$ cat src/hdl/fbsm_pkg.sv
// ----------------------------------------------------------------------------
// fbsm_pkg
// Types, codes and helpers shared by the frame buffer swap manager.
// ----------------------------------------------------------------------------
`default_nettype none

package fbsm_pkg;

    localparam int NUM_SLOTS   = 3;
    localparam int SLOT_W      = 2;
    localparam int COUNT_W     = 6;
    localparam int CFG_DATA_W  = 6;

    typedef logic [SLOT_W-1:0]  slot_idx_t;
    typedef logic [COUNT_W-1:0] count_t;

    typedef enum logic [2:0] {
        ST_NONE     = 3'd0,
        ST_FREE     = 3'd1,
        ST_DRAWING  = 3'd2,
        ST_WAITDONE = 3'd3,
        ST_DRAWDONE = 3'd4,
        ST_NEXT     = 3'd5,
        ST_DISPLAY  = 3'd6,
        ST_COPYEFB  = 3'd7
    } slot_status_t;

    typedef slot_status_t status_vec_t [NUM_SLOTS];

    typedef enum logic [3:0] {
        FN_INIT         = 4'd0,
        FN_PRE_RETRACE  = 4'd1,
        FN_POST_RETRACE = 4'd2,
        FN_ACQUIRE      = 4'd3,
        FN_WAIT_DONE    = 4'd4,
        FN_DRAW_DONE    = 4'd5,
        FN_LAST         = 4'd6,
        FN_PENDING      = 4'd7,
        FN_CFG_CHANGE   = 4'd8,
        FN_EFB_DONE     = 4'd9
    } func_t;

    typedef enum logic {
        CFG_SLOT_MASK      = 1'b0,
        CFG_RETRACE_PERIOD = 1'b1
    } cfg_reg_t;

    typedef struct packed {
        logic [NUM_SLOTS-1:0] slot_present_mask;
        count_t               retrace_period;
    } cfg_t;

    typedef struct packed {
        logic [3:0] func;
        slot_idx_t  slot;
        logic       efb_cfg_flag;
    } item_t;

    typedef struct packed {
        logic      slot_found;
        slot_idx_t slot_index;
        logic      show_buffer;
        logic      reconfigure;
        logic      reconfig_from_efb;
        logic      flush_request;
        logic      copy_request;
        logic      pending;
        count_t    renew_rate;
        logic      error;
    } result_t;

    typedef struct packed {
        logic      found;
        slot_idx_t idx;
    } find_t;

    // lowest slot holding the given status
    function automatic find_t find_status(input status_vec_t sv, input slot_status_t st);
        find_t r;
        r = '0;
        for (int i = NUM_SLOTS - 1; i >= 0; i--) begin
            if (sv[i] == st) begin
                r.found = 1'b1;
                r.idx   = slot_idx_t'(i);
            end
        end
        return r;
    endfunction

endpackage

`default_nettype wire

$ cat src/hdl/fbsm_cfg_regs.sv
// ----------------------------------------------------------------------------
// fbsm_cfg_regs
// Configuration register file: slot presence mask and measurement period.
// ----------------------------------------------------------------------------
`default_nettype none

module fbsm_cfg_regs (
    input  wire logic                            clk,
    input  wire logic                            rst_n,
    input  wire logic                            wr_en,
    input  wire logic                            wr_index,
    input  wire logic [fbsm_pkg::CFG_DATA_W-1:0] wr_data,
    output fbsm_pkg::cfg_t                       cfg
);

    fbsm_pkg::cfg_t cfg_reg;
    fbsm_pkg::cfg_t cfg_next;

    always_comb
    begin
        cfg_next = cfg_reg;
        if (wr_en)
        begin
            case (wr_index)
                fbsm_pkg::CFG_SLOT_MASK:
                    cfg_next.slot_present_mask = wr_data[fbsm_pkg::NUM_SLOTS-1:0];
                fbsm_pkg::CFG_RETRACE_PERIOD:
                    cfg_next.retrace_period = wr_data[fbsm_pkg::COUNT_W-1:0];
                default:
                    cfg_next = cfg_reg;
            endcase
        end
    end

    always_ff @(posedge clk or negedge rst_n)
    begin
        if (!rst_n)
        begin
            cfg_reg.slot_present_mask <= '1;
            cfg_reg.retrace_period    <= fbsm_pkg::count_t'(60);
        end
        else
        begin
            cfg_reg <= cfg_next;
        end
    end

    assign cfg = cfg_reg;

endmodule

`default_nettype wire

$ cat src/hdl/fbsm_engine.sv
// ----------------------------------------------------------------------------
// fbsm_engine
// Slot status table, render buffer flags and renew counters, with the
// combinational event logic that updates them and forms the result.
// ----------------------------------------------------------------------------
`default_nettype none

module fbsm_engine (
    input  wire logic            clk,
    input  wire logic            rst_n,
    input  wire logic            item_valid,
    input  wire fbsm_pkg::item_t item,
    input  wire fbsm_pkg::cfg_t  cfg,
    output fbsm_pkg::result_t    res
);

    fbsm_pkg::status_vec_t                 status_reg, status_next;
    logic [fbsm_pkg::NUM_SLOTS-1:0]        slot_cfg_reg, slot_cfg_next;
    logic                                  pend_cfg_reg, pend_cfg_next;
    logic                                  efb_ready_reg, efb_ready_next;
    logic                                  efb_cfg_reg, efb_cfg_next;
    fbsm_pkg::count_t                      retrace_reg, retrace_next;
    fbsm_pkg::count_t                      renew_cnt_reg, renew_cnt_next;
    fbsm_pkg::count_t                      renew_res_reg, renew_res_next;

    always_comb
    begin
        fbsm_pkg::find_t   f_next;
        fbsm_pkg::find_t   f_disp;
        fbsm_pkg::find_t   f_free;
        fbsm_pkg::find_t   f_sel;
        fbsm_pkg::find_t   f_done;
        fbsm_pkg::result_t r;
        logic              renew;
        logic              one_slot;
        logic              slot_ok;

        status_next    = status_reg;
        slot_cfg_next  = slot_cfg_reg;
        pend_cfg_next  = pend_cfg_reg;
        efb_ready_next = efb_ready_reg;
        efb_cfg_next   = efb_cfg_reg;
        retrace_next   = retrace_reg;
        renew_cnt_next = renew_cnt_reg;
        renew_res_next = renew_res_reg;

        r        = '0;
        f_sel    = '0;
        renew    = 1'b0;
        one_slot = ($countones(cfg.slot_present_mask) == 1);
        slot_ok  = ({1'b0, item.slot} < (fbsm_pkg::SLOT_W + 1)'(fbsm_pkg::NUM_SLOTS));
        f_next   = fbsm_pkg::find_status(status_reg, fbsm_pkg::ST_NEXT);
        f_disp   = fbsm_pkg::find_status(status_reg, fbsm_pkg::ST_DISPLAY);
        f_free   = fbsm_pkg::find_status(status_reg, fbsm_pkg::ST_FREE);
        f_done   = fbsm_pkg::find_status(status_reg, fbsm_pkg::ST_DRAWDONE);

        case (item.func)
            fbsm_pkg::FN_INIT:
            begin
                for (int i = 0; i < fbsm_pkg::NUM_SLOTS; i++)
                begin
                    status_next[i] = cfg.slot_present_mask[i] ? fbsm_pkg::ST_FREE
                                                              : fbsm_pkg::ST_NONE;
                end
                slot_cfg_next  = '0;
                pend_cfg_next  = 1'b0;
                efb_ready_next = 1'b0;
                efb_cfg_next   = 1'b0;
                renew_res_next = '0;
                f_sel = fbsm_pkg::find_status(status_next, fbsm_pkg::ST_FREE);
            end
            fbsm_pkg::FN_PRE_RETRACE:
            begin
                if (f_next.found)
                begin
                    f_sel         = f_next;
                    r.show_buffer = 1'b1;
                    r.reconfigure = slot_cfg_reg[f_next.idx];
                    r.flush_request = 1'b1;
                    renew         = 1'b1;
                end
                else if (one_slot && efb_ready_reg)
                begin
                    // single buffer: reuse the shown slot, else take a free one
                    if (f_disp.found)
                    begin
                        f_sel = f_disp;
                    end
                    else
                    begin
                        f_sel = f_free;
                        if (f_free.found)
                        begin
                            r.show_buffer   = 1'b1;
                            r.flush_request = 1'b1;
                        end
                    end
                    if (f_sel.found)
                    begin
                        status_next[f_sel.idx] = fbsm_pkg::ST_COPYEFB;
                        if (efb_cfg_reg)
                        begin
                            r.reconfigure       = 1'b1;
                            r.reconfig_from_efb = 1'b1;
                            r.flush_request     = 1'b1;
                        end
                        renew = 1'b1;
                    end
                end
                renew_cnt_next = renew_cnt_reg + fbsm_pkg::count_t'(renew);
                retrace_next   = retrace_reg + 1'b1;
                if (retrace_next >= cfg.retrace_period)
                begin
                    renew_res_next = renew_cnt_next;
                    retrace_next   = '0;
                    renew_cnt_next = '0;
                end
            end
            fbsm_pkg::FN_POST_RETRACE:
            begin
                if (f_next.found)
                begin
                    if (f_disp.found)
                        status_next[f_disp.idx] = fbsm_pkg::ST_FREE;
                    status_next[f_next.idx] = fbsm_pkg::ST_DISPLAY;
                    // draw-done slots are untouched by the two writes above
                    if (f_done.found)
                        status_next[f_done.idx] = fbsm_pkg::ST_NEXT;
                    f_sel = f_next;
                end
                else
                begin
                    f_sel = fbsm_pkg::find_status(status_reg, fbsm_pkg::ST_COPYEFB);
                    if (f_sel.found)
                    begin
                        r.copy_request          = 1'b1;
                        status_next[f_sel.idx]  = fbsm_pkg::ST_DISPLAY;
                        efb_ready_next          = 1'b0;
                    end
                end
            end
            fbsm_pkg::FN_ACQUIRE:
            begin
                if ($countones(cfg.slot_present_mask) >= 2)
                begin
                    f_sel = fbsm_pkg::find_status(status_reg, fbsm_pkg::ST_DRAWING);
                    if (!f_sel.found)
                    begin
                        f_sel = f_free;
                        if (f_free.found)
                            status_next[f_free.idx] = fbsm_pkg::ST_DRAWING;
                    end
                end
            end
            fbsm_pkg::FN_WAIT_DONE:
            begin
                if (slot_ok && status_reg[item.slot] == fbsm_pkg::ST_DRAWING)
                begin
                    status_next[item.slot]   = fbsm_pkg::ST_WAITDONE;
                    slot_cfg_next[item.slot] = pend_cfg_reg;
                    pend_cfg_next            = 1'b0;
                    f_sel.found              = 1'b1;
                    f_sel.idx                = item.slot;
                end
                else
                begin
                    r.error = 1'b1;
                end
            end
            fbsm_pkg::FN_DRAW_DONE:
            begin
                if (slot_ok && status_reg[item.slot] == fbsm_pkg::ST_WAITDONE)
                begin
                    status_next[item.slot] = f_next.found ? fbsm_pkg::ST_DRAWDONE
                                                          : fbsm_pkg::ST_NEXT;
                    f_sel.found = 1'b1;
                    f_sel.idx   = item.slot;
                end
                else
                begin
                    r.error = 1'b1;
                end
            end
            fbsm_pkg::FN_LAST:
            begin
                f_sel = fbsm_pkg::find_status(status_reg, fbsm_pkg::ST_WAITDONE);
                if (!f_sel.found)
                    f_sel = f_done;
                if (!f_sel.found)
                    f_sel = f_next;
                if (!f_sel.found)
                    f_sel = f_disp;
            end
            fbsm_pkg::FN_PENDING:
            begin
                r.pending = fbsm_pkg::find_status(status_reg, fbsm_pkg::ST_WAITDONE).found
                            || f_done.found || f_next.found;
            end
            fbsm_pkg::FN_CFG_CHANGE:
            begin
                pend_cfg_next = 1'b1;
            end
            fbsm_pkg::FN_EFB_DONE:
            begin
                efb_ready_next = 1'b1;
                efb_cfg_next   = item.efb_cfg_flag;
            end
            default:
            begin
                f_sel = '0;
            end
        endcase

        r.slot_found  = f_sel.found;
        r.slot_index  = f_sel.found ? f_sel.idx : '0;
        r.renew_rate  = renew_res_next;
        res           = r;
    end

    always_ff @(posedge clk or negedge rst_n)
    begin
        if (!rst_n)
        begin
            for (int i = 0; i < fbsm_pkg::NUM_SLOTS; i++)
            begin
                status_reg[i] <= fbsm_pkg::ST_NONE;
            end
            slot_cfg_reg  <= '0;
            pend_cfg_reg  <= 1'b0;
            efb_ready_reg <= 1'b0;
            efb_cfg_reg   <= 1'b0;
            retrace_reg   <= '0;
            renew_cnt_reg <= '0;
            renew_res_reg <= '0;
        end
        else if (item_valid)
        begin
            status_reg    <= status_next;
            slot_cfg_reg  <= slot_cfg_next;
            pend_cfg_reg  <= pend_cfg_next;
            efb_ready_reg <= efb_ready_next;
            efb_cfg_reg   <= efb_cfg_next;
            retrace_reg   <= retrace_next;
            renew_cnt_reg <= renew_cnt_next;
            renew_res_reg <= renew_res_next;
        end
    end

endmodule

`default_nettype wire

$ cat src/hdl/frame_buffer_swap_manager_top.sv
// ----------------------------------------------------------------------------
// frame_buffer_swap_manager_top
// Triple buffer swap chain manager: tracks display buffer slots and the
// render buffer, and answers one display/draw event per transfer.
// ----------------------------------------------------------------------------
// Usage
//   Event channel: drive func/slot/efb_cfg_flag with start high; the event
//   is taken at the rising edge where start is high and busy is low. busy
//   is held low, so one event can be taken every cycle.
//   Result channel: done is high for exactly one cycle, once the event has
//   passed the input register and then the result register; the result
//   fields are valid only in that cycle. Results leave in event order, one
//   per event. The receiver has no way to stall; it must take each result.
//   Throughput is one event per cycle, as the event logic is combinational
//   between the input register and the result register; the next event
//   sees the slot table as updated by the one before it.
//   Config channel: cfg_valid/cfg_ready with cfg_index (0 slot presence
//   mask, 1 retraces per period) and cfg_data; cfg_ready is always high.
//   Write it only while no event is in flight.
//   Reset: all slots read as none, flags and counters clear, mask = 7 and
//   period = 60. Send an init event before use to mark present slots free.
// ----------------------------------------------------------------------------
`default_nettype none

module frame_buffer_swap_manager_top (
    input  wire logic                            clk,
    input  wire logic                            rst_n,
    // event channel
    input  wire logic                            start,
    output      logic                            busy,
    input  wire logic [3:0]                      func,
    input  wire logic [fbsm_pkg::SLOT_W-1:0]     slot,
    input  wire logic                            efb_cfg_flag,
    // result channel
    output      logic                            done,
    output      logic                            slot_found,
    output      logic [fbsm_pkg::SLOT_W-1:0]     slot_index,
    output      logic                            show_buffer,
    output      logic                            reconfigure,
    output      logic                            reconfig_from_efb,
    output      logic                            flush_request,
    output      logic                            copy_request,
    output      logic                            pending,
    output      logic [fbsm_pkg::COUNT_W-1:0]    renew_rate,
    output      logic                            error,
    // configuration channel
    input  wire logic                            cfg_valid,
    output      logic                            cfg_ready,
    input  wire logic                            cfg_index,
    input  wire logic [fbsm_pkg::CFG_DATA_W-1:0] cfg_data
);

    // input register
    logic              in_valid_reg;
    fbsm_pkg::item_t   in_item_reg;
    fbsm_pkg::item_t   in_item_next;

    // result register
    logic              done_reg;
    fbsm_pkg::result_t res_reg;
    fbsm_pkg::result_t res_next;

    fbsm_pkg::cfg_t    cfg;
    logic              accept;

    assign busy      = 1'b0;
    assign cfg_ready = 1'b1;
    assign accept    = start && !busy;

    assign in_item_next.func         = func;
    assign in_item_next.slot         = slot;
    assign in_item_next.efb_cfg_flag = efb_cfg_flag;

    fbsm_cfg_regs u_cfg_regs (
        .clk      (clk),
        .rst_n    (rst_n),
        .wr_en    (cfg_valid && cfg_ready),
        .wr_index (cfg_index),
        .wr_data  (cfg_data),
        .cfg      (cfg)
    );

    fbsm_engine u_engine (
        .clk        (clk),
        .rst_n      (rst_n),
        .item_valid (in_valid_reg),
        .item       (in_item_reg),
        .cfg        (cfg),
        .res        (res_next)
    );

    always_ff @(posedge clk or negedge rst_n)
    begin
        if (!rst_n)
        begin
            in_valid_reg <= 1'b0;
            done_reg     <= 1'b0;
        end
        else
        begin
            in_valid_reg <= accept;
            done_reg     <= in_valid_reg;
        end
    end

    // payload registers, no reset needed
    always_ff @(posedge clk)
    begin
        if (accept)
            in_item_reg <= in_item_next;
        if (in_valid_reg)
            res_reg <= res_next;
    end

    assign done              = done_reg;
    assign slot_found        = res_reg.slot_found;
    assign slot_index        = res_reg.slot_index;
    assign show_buffer       = res_reg.show_buffer;
    assign reconfigure       = res_reg.reconfigure;
    assign reconfig_from_efb = res_reg.reconfig_from_efb;
    assign flush_request     = res_reg.flush_request;
    assign copy_request      = res_reg.copy_request;
    assign pending           = res_reg.pending;
    assign renew_rate        = res_reg.renew_rate;
    assign error             = res_reg.error;

endmodule

`default_nettype wire

$ cat config.mk
export PLATFORM = sky130hd
export DESIGN_NAME = frame_buffer_swap_manager_top
export DESIGN_NICKNAME = d
export VERILOG_FILES = /design/src/hdl/fbsm_pkg.sv /design/src/hdl/fbsm_cfg_regs.sv /design/src/hdl/fbsm_engine.sv /design/src/hdl/frame_buffer_swap_manager_top.sv
export SDC_FILE = /design/constraint.sdc
export NUM_CORES = 1
export LEC_CHECK = 0
export ABC_CLOCK_PERIOD_IN_PS = 3300
export BUFFER_PORTS_ARGS = -buffer_cell sky130_fd_sc_hd__buf_2
export CORE_MARGIN = 5
export CORE_UTILIZATION = 60
export DETAILED_ROUTE_END_ITERATION = 8
export PLACE_DENSITY = 0.8
export SYNTH_ARGS = -nofsm -noshare
export SYNTH_HDL_FRONTEND = slang
export SYNTH_SLANG_ARGS = --single-unit
$ cat constraint.sdc
create_clock -name clk -period 3.3 [get_ports clk]
set_clock_uncertainty 0.1 [all_clocks]
set_input_delay 0.33 -clock clk [delete_from_list [all_inputs] [get_ports clk]]
set_output_delay 0.33 -clock clk [all_outputs]
set_load 0.01 [all_outputs]
==> out/qor_table.md <==
| Stage | Parameter | This run |
| --- | --- | --- |
| critical path | Worst-path fanout max | 9 |
| die | Vertical extent of the die | 97.0 um |
| die | I/O pins | 37 |
| detailed routing | Detailed-router iteration count before antenna repair | 6 |
| placement | Port bufs | 34 |
| cells and area | Fraction of layout instances using a drive strength above 1 | 0.204 |
| yosys | Warnings, synthesis | 0 |
| critical path | Setup crit start kind | flip-flop |
| critical path | Most common cell type on the critical path | sky130_fd_sc_hd__ha_1 |
| sta | Final-layout setup total negative slack | 0 ns |
| die | Total number of placement rows | 31 |
| hold path | Hold Path Class | in2reg |
| pwr | Leakage power figure | 0.00209 uW |
| sta | Max-slew headroom at the worst pin | 0.291 |
| die | Die width | 97.0 um |
| yosys | Number of enable-type register cells in the synthesized netlist | 23 |
| global route | First-pass GRT wire length | 22800 um |
| sta | Final setup viols | 0 |
| cts | Post CTS Setup Buffer Count | 0 |
| global route | Antenna violations before repair | 0 |
| yosys | Largest cells by area after synthesis | sky130_fd_sc_hd__dfrtp_1 (20%), sky130_fd_sc_hd__edfxtp_1 (15%), sky130_fd_sc_hd__nand2_1 (4.2%), sky130_fd_sc_hd__o21ai_0 (4.1%), sky130_fd_sc_hd__dfstp_2 (4.1%) |
| detailed routing | Post-route antenna net violation count | 0 |
| die | Floorplan die area | 0.00940 mm^2 |
| job | Max_cap viols | 0 |
| outcome | Status | finished, final reports clean |
| detailed routing | Total vias in the final route | 4505 |
| detailed routing | Post-detailed-route DRC marker count | 0 |
| cts | Clk slew on worst S/H paths | 0.09 ns |
| yosys | Cell variety after synth | 75 |
| global route | Maximum number of pins on one net before global-route repair | 45 |
| cts | Cts-stage hold buffer count | 0 |
| cts | Post-cts repair resize count | 0 |
| yosys | Sequential area share after synthesis | 0.397 |
| pwr | Pwr/cell area | 541 mW/mm^2 |
| cts | Maximum buffer depth of the clock tree | 2 |
| sta | Slew at the pin closest to its max-slew limit | 1.06 ns |
| detailed routing | Vias per inst | 6.95 |
| cts | Number of H-tree branching levels | 3 |
| yosys | Dominant register cell in the synthesized netlist | sky130_fd_sc_hd__dfrtp_1 |
| critical path | Critical path endpoint category | flip-flop |
| cells and area | Leading cell types in the layout, fill and taps excluded | sky130_fd_sc_hd__nand2_1 (51), sky130_fd_sc_hd__nor2_1 (43), sky130_fd_sc_hd__o21ai_0 (37), sky130_fd_sc_hd__dfrtp_1 (37), sky130_fd_sc_hd__buf_2 (34) |
| cts | CTS Buf Count | 9 |
| global route | Via count of the first global-routing pass | 4297 |
| cells and area | Area taken by flip-flops and latches | 0.00180 mm^2 |
| critical path | Crit path cell chain | and3b_1 -> nor3_1 -> a21oi_1 -> nand2b_1 -> ha_1 -> ha_1 -> nand3_1 -> xor2_1 -> o21ai_0 -> a22o_1 |
| yosys | Synthesized flop and latch total | 67 |
| pwr | Worst VDD drop | 549 uV |
| cells and area | Area grow syn2layout | 12.3% |
| cts | Clock tree from TritonCTS | yes |
| yosys | Synthesized area divided by synthesized cell count | 9.00 um^2 |
| detailed routing | Routed wire length | 14600 um |
| cts | Clock Latency Late Sink | 0.36 ns |
| yosys | Share of synthesized registers carrying an async set or reset | 0.657 |
| cells and area | Most frequent standard cell in the layout excluding fill and tap cells | sky130_fd_sc_hd__nand2_1 |
| placement | Post-DP Area | 0.00489 mm^2 |
| sta | Unrepaired setup endpoints after global routing | no |
| critical path | Buf/Inv on CP | 0 |
| sta | Final Max Tran Viols | 0 |
| yosys | Leading area contributor after synthesis | sky130_fd_sc_hd__dfrtp_1 |
| critical path | CP arrival | 2.94 ns |
| die | Core region area | 0.00729 mm^2 |
| critical path | Reg2reg setup slack | 0.39 ns |
| critical path | Critical Path Max Stage Delay | 0.48 ns |
| detailed routing | Initial detailed-routing violation count | 634 |
| critical path | Cell family with the largest share of critical-path delay | simple AND/OR/NAND/NOR gates |
| cts | Number of sinks on the clock net | 67 |
| yosys | Syn nets | 532 |
| cells and area | Number of filler cells placed in the layout | 573 |
| yosys | Cell area after technology mapping | 0.00454 mm^2 |
| sta | Ratio of final minimum period to clock period | 0.881 |
| sta | Fmax | 0.344 GHz |
| cts | Root buffer selected by CTS | sky130_fd_sc_hd__clkbuf_8 |
| cells and area | Number of nets in the layout | 572 |
| critical path | CP required | 3.33 ns |
| sta | Final hold violation count | 0 |
| critical path | Slowest-stage cell, CP | sky130_fd_sc_hd__dfrtp_1 |
| yosys | Gate count after technology mapping | 504 |
| placement | Weighted congestion reported at the end of routability-driven placement | 1.07 |
| detailed routing | Routed len/inst | 22.5 um |
| critical path | Kind of critical path | reg2reg |
| global route | Gr ovfl total | 0 |
| yosys | Share of the synthesized area in the top cell type | 0.204 |
| cells and area | Ant. Diodes | 0 |
| global route | Total routing usage reported by global routing | 0.306 |
| cells and area | Total area of multi-input combinational cells | 0.00252 mm^2 |
| die | Initial cell density of the core | 0.622 |
| placement | Estimated wirelength of the detail-placed design | 10600 um |
| sta | Tmin final | 2.91 ns |
| cells and area | Final non-filler cell area | 0.00509 mm^2 |
==> layer usage <==
layer / wire length, um / up-vias / track usage
li1: - / 1970 / -
met1: 5770 / 2085 / 0.415
met2: 6200 / 367 / 0.444
met3: 1910 / 83 / 0.0971
met4: 720 / 0 / 0.141
met5: 0 / - / 0
==> report_power, final <==
part | internal, uW | switching, uW | leakage [uW]
registers | 972 | 112 | 0.000788
clock network | 362 | 386 | 0.0000988
logic | 379 | 546 | 0.00120
==> cell usage after synthesis (3+ instances only) <==
library cell,n
sky130_fd_sc_hd__nand2_1,51
sky130_fd_sc_hd__nor2_1,43
sky130_fd_sc_hd__dfrtp_1,37
sky130_fd_sc_hd__o21ai_0,37
sky130_fd_sc_hd__clkbuf_1,24
sky130_fd_sc_hd__edfxtp_1,23
sky130_fd_sc_hd__nor3_1,22
sky130_fd_sc_hd__nand3_1,19
sky130_fd_sc_hd__a21oi_1,18
sky130_fd_sc_hd__o31ai_1,14
sky130_fd_sc_hd__a22o_1,12
sky130_fd_sc_hd__inv_1,12
sky130_fd_sc_hd__nand3b_1,11
sky130_fd_sc_hd__mux2_2,10
sky130_fd_sc_hd__ha_1,9
sky130_fd_sc_hd__nor3b_1,9
sky130_fd_sc_hd__xor2_1,9
sky130_fd_sc_hd__a31oi_1,8
sky130_fd_sc_hd__nand2b_1,8
sky130_fd_sc_hd__and3_1,7
sky130_fd_sc_hd__and3b_1,7
sky130_fd_sc_hd__dfstp_2,7
sky130_fd_sc_hd__a211oi_1,6
sky130_fd_sc_hd__or3_1,6
sky130_fd_sc_hd__buf_2,5
sky130_fd_sc_hd__nand4_1,5
sky130_fd_sc_hd__nor4_1,5
sky130_fd_sc_hd__a221oi_1,4
sky130_fd_sc_hd__nor2b_1,4
sky130_fd_sc_hd__a21boi_0,3
sky130_fd_sc_hd__a221oi_2,3
sky130_fd_sc_hd__a311oi_1,3
sky130_fd_sc_hd__buf_6,3
sky130_fd_sc_hd__o211ai_1,3
sky130_fd_sc_hd__o21a_1,3
sky130_fd_sc_hd__o31a_1,3
==> final cells by class <==
| type | count | share of cell area |
|---|---|---|
| tap | 99 | 0.0243 |
| clock buffer | 9 | 0.0243 |
| inverter | 12 | 0.00884 |
| sequential | 67 | 0.353 |
| clock inverter | 7 | 0.0162 |
| timing repair buffer | 64 | 0.0776 |
| multi-input combinational | 390 | 0.495 |
==> cell families (layout without fill, tap and decap cells) <==
group | count (synthesis) | count (layout) | share of synthesized area
XOR/XNOR | 11 | 11 | 0.0212
AO/OA/AOI/OAI | 144 | 144 | 0.225
AND/OR/NAND/NOR | 210 | 210 | 0.246
other | 2 | 2 | 0.00166
adder cells (fa/ha/maj) | 10 | 10 | 0.0292
buffers and inverters | 47 | 92 | 0.0469
multiplexers | 13 | 13 | 0.0325
flip-flops | 67 | 67 | 0.397
==> path summary, 6_finish.rpt <==
check,cells past startpoint,start,endpoint
min reg2reg,2,u_engine.renew_cnt_reg[0],u_engine.renew_cnt_reg[0]
max,10,u_engine.status_reg[2],renew_rate[4]
max reg2reg,10,u_engine.status_reg[2],renew_rate[4]
min,1,func[3],in_item_reg[6]
min in group asynchronous,1,rst_n,u_cfg_regs.cfg[0]
max in group asynchronous,1,rst_n,u_engine.status_reg[7]
==> metrics by stage <==
step / power (uW) / instances / util / setup slack (ns) / hold slack (ns)
3_3_place_gp: 1970 / 632 / 0.670 / 0.519 / 0.377
4_1_cts: 2720 / 648 / 0.699 / 0.421 / 0.0312
2_1_floorplan: 1700 / 504 / - / 0.455 / -0.0656
5_1_grt: 2870 / 648 / 0.699 / 0.259 / 0.0356
3_5_place_dp: 1990 / 632 / 0.670 / 0.425 / 0.389
6_report: 2760 / 648 / 0.699 / 0.392 / 0.0367
Power figures use the tool's default switching activity.
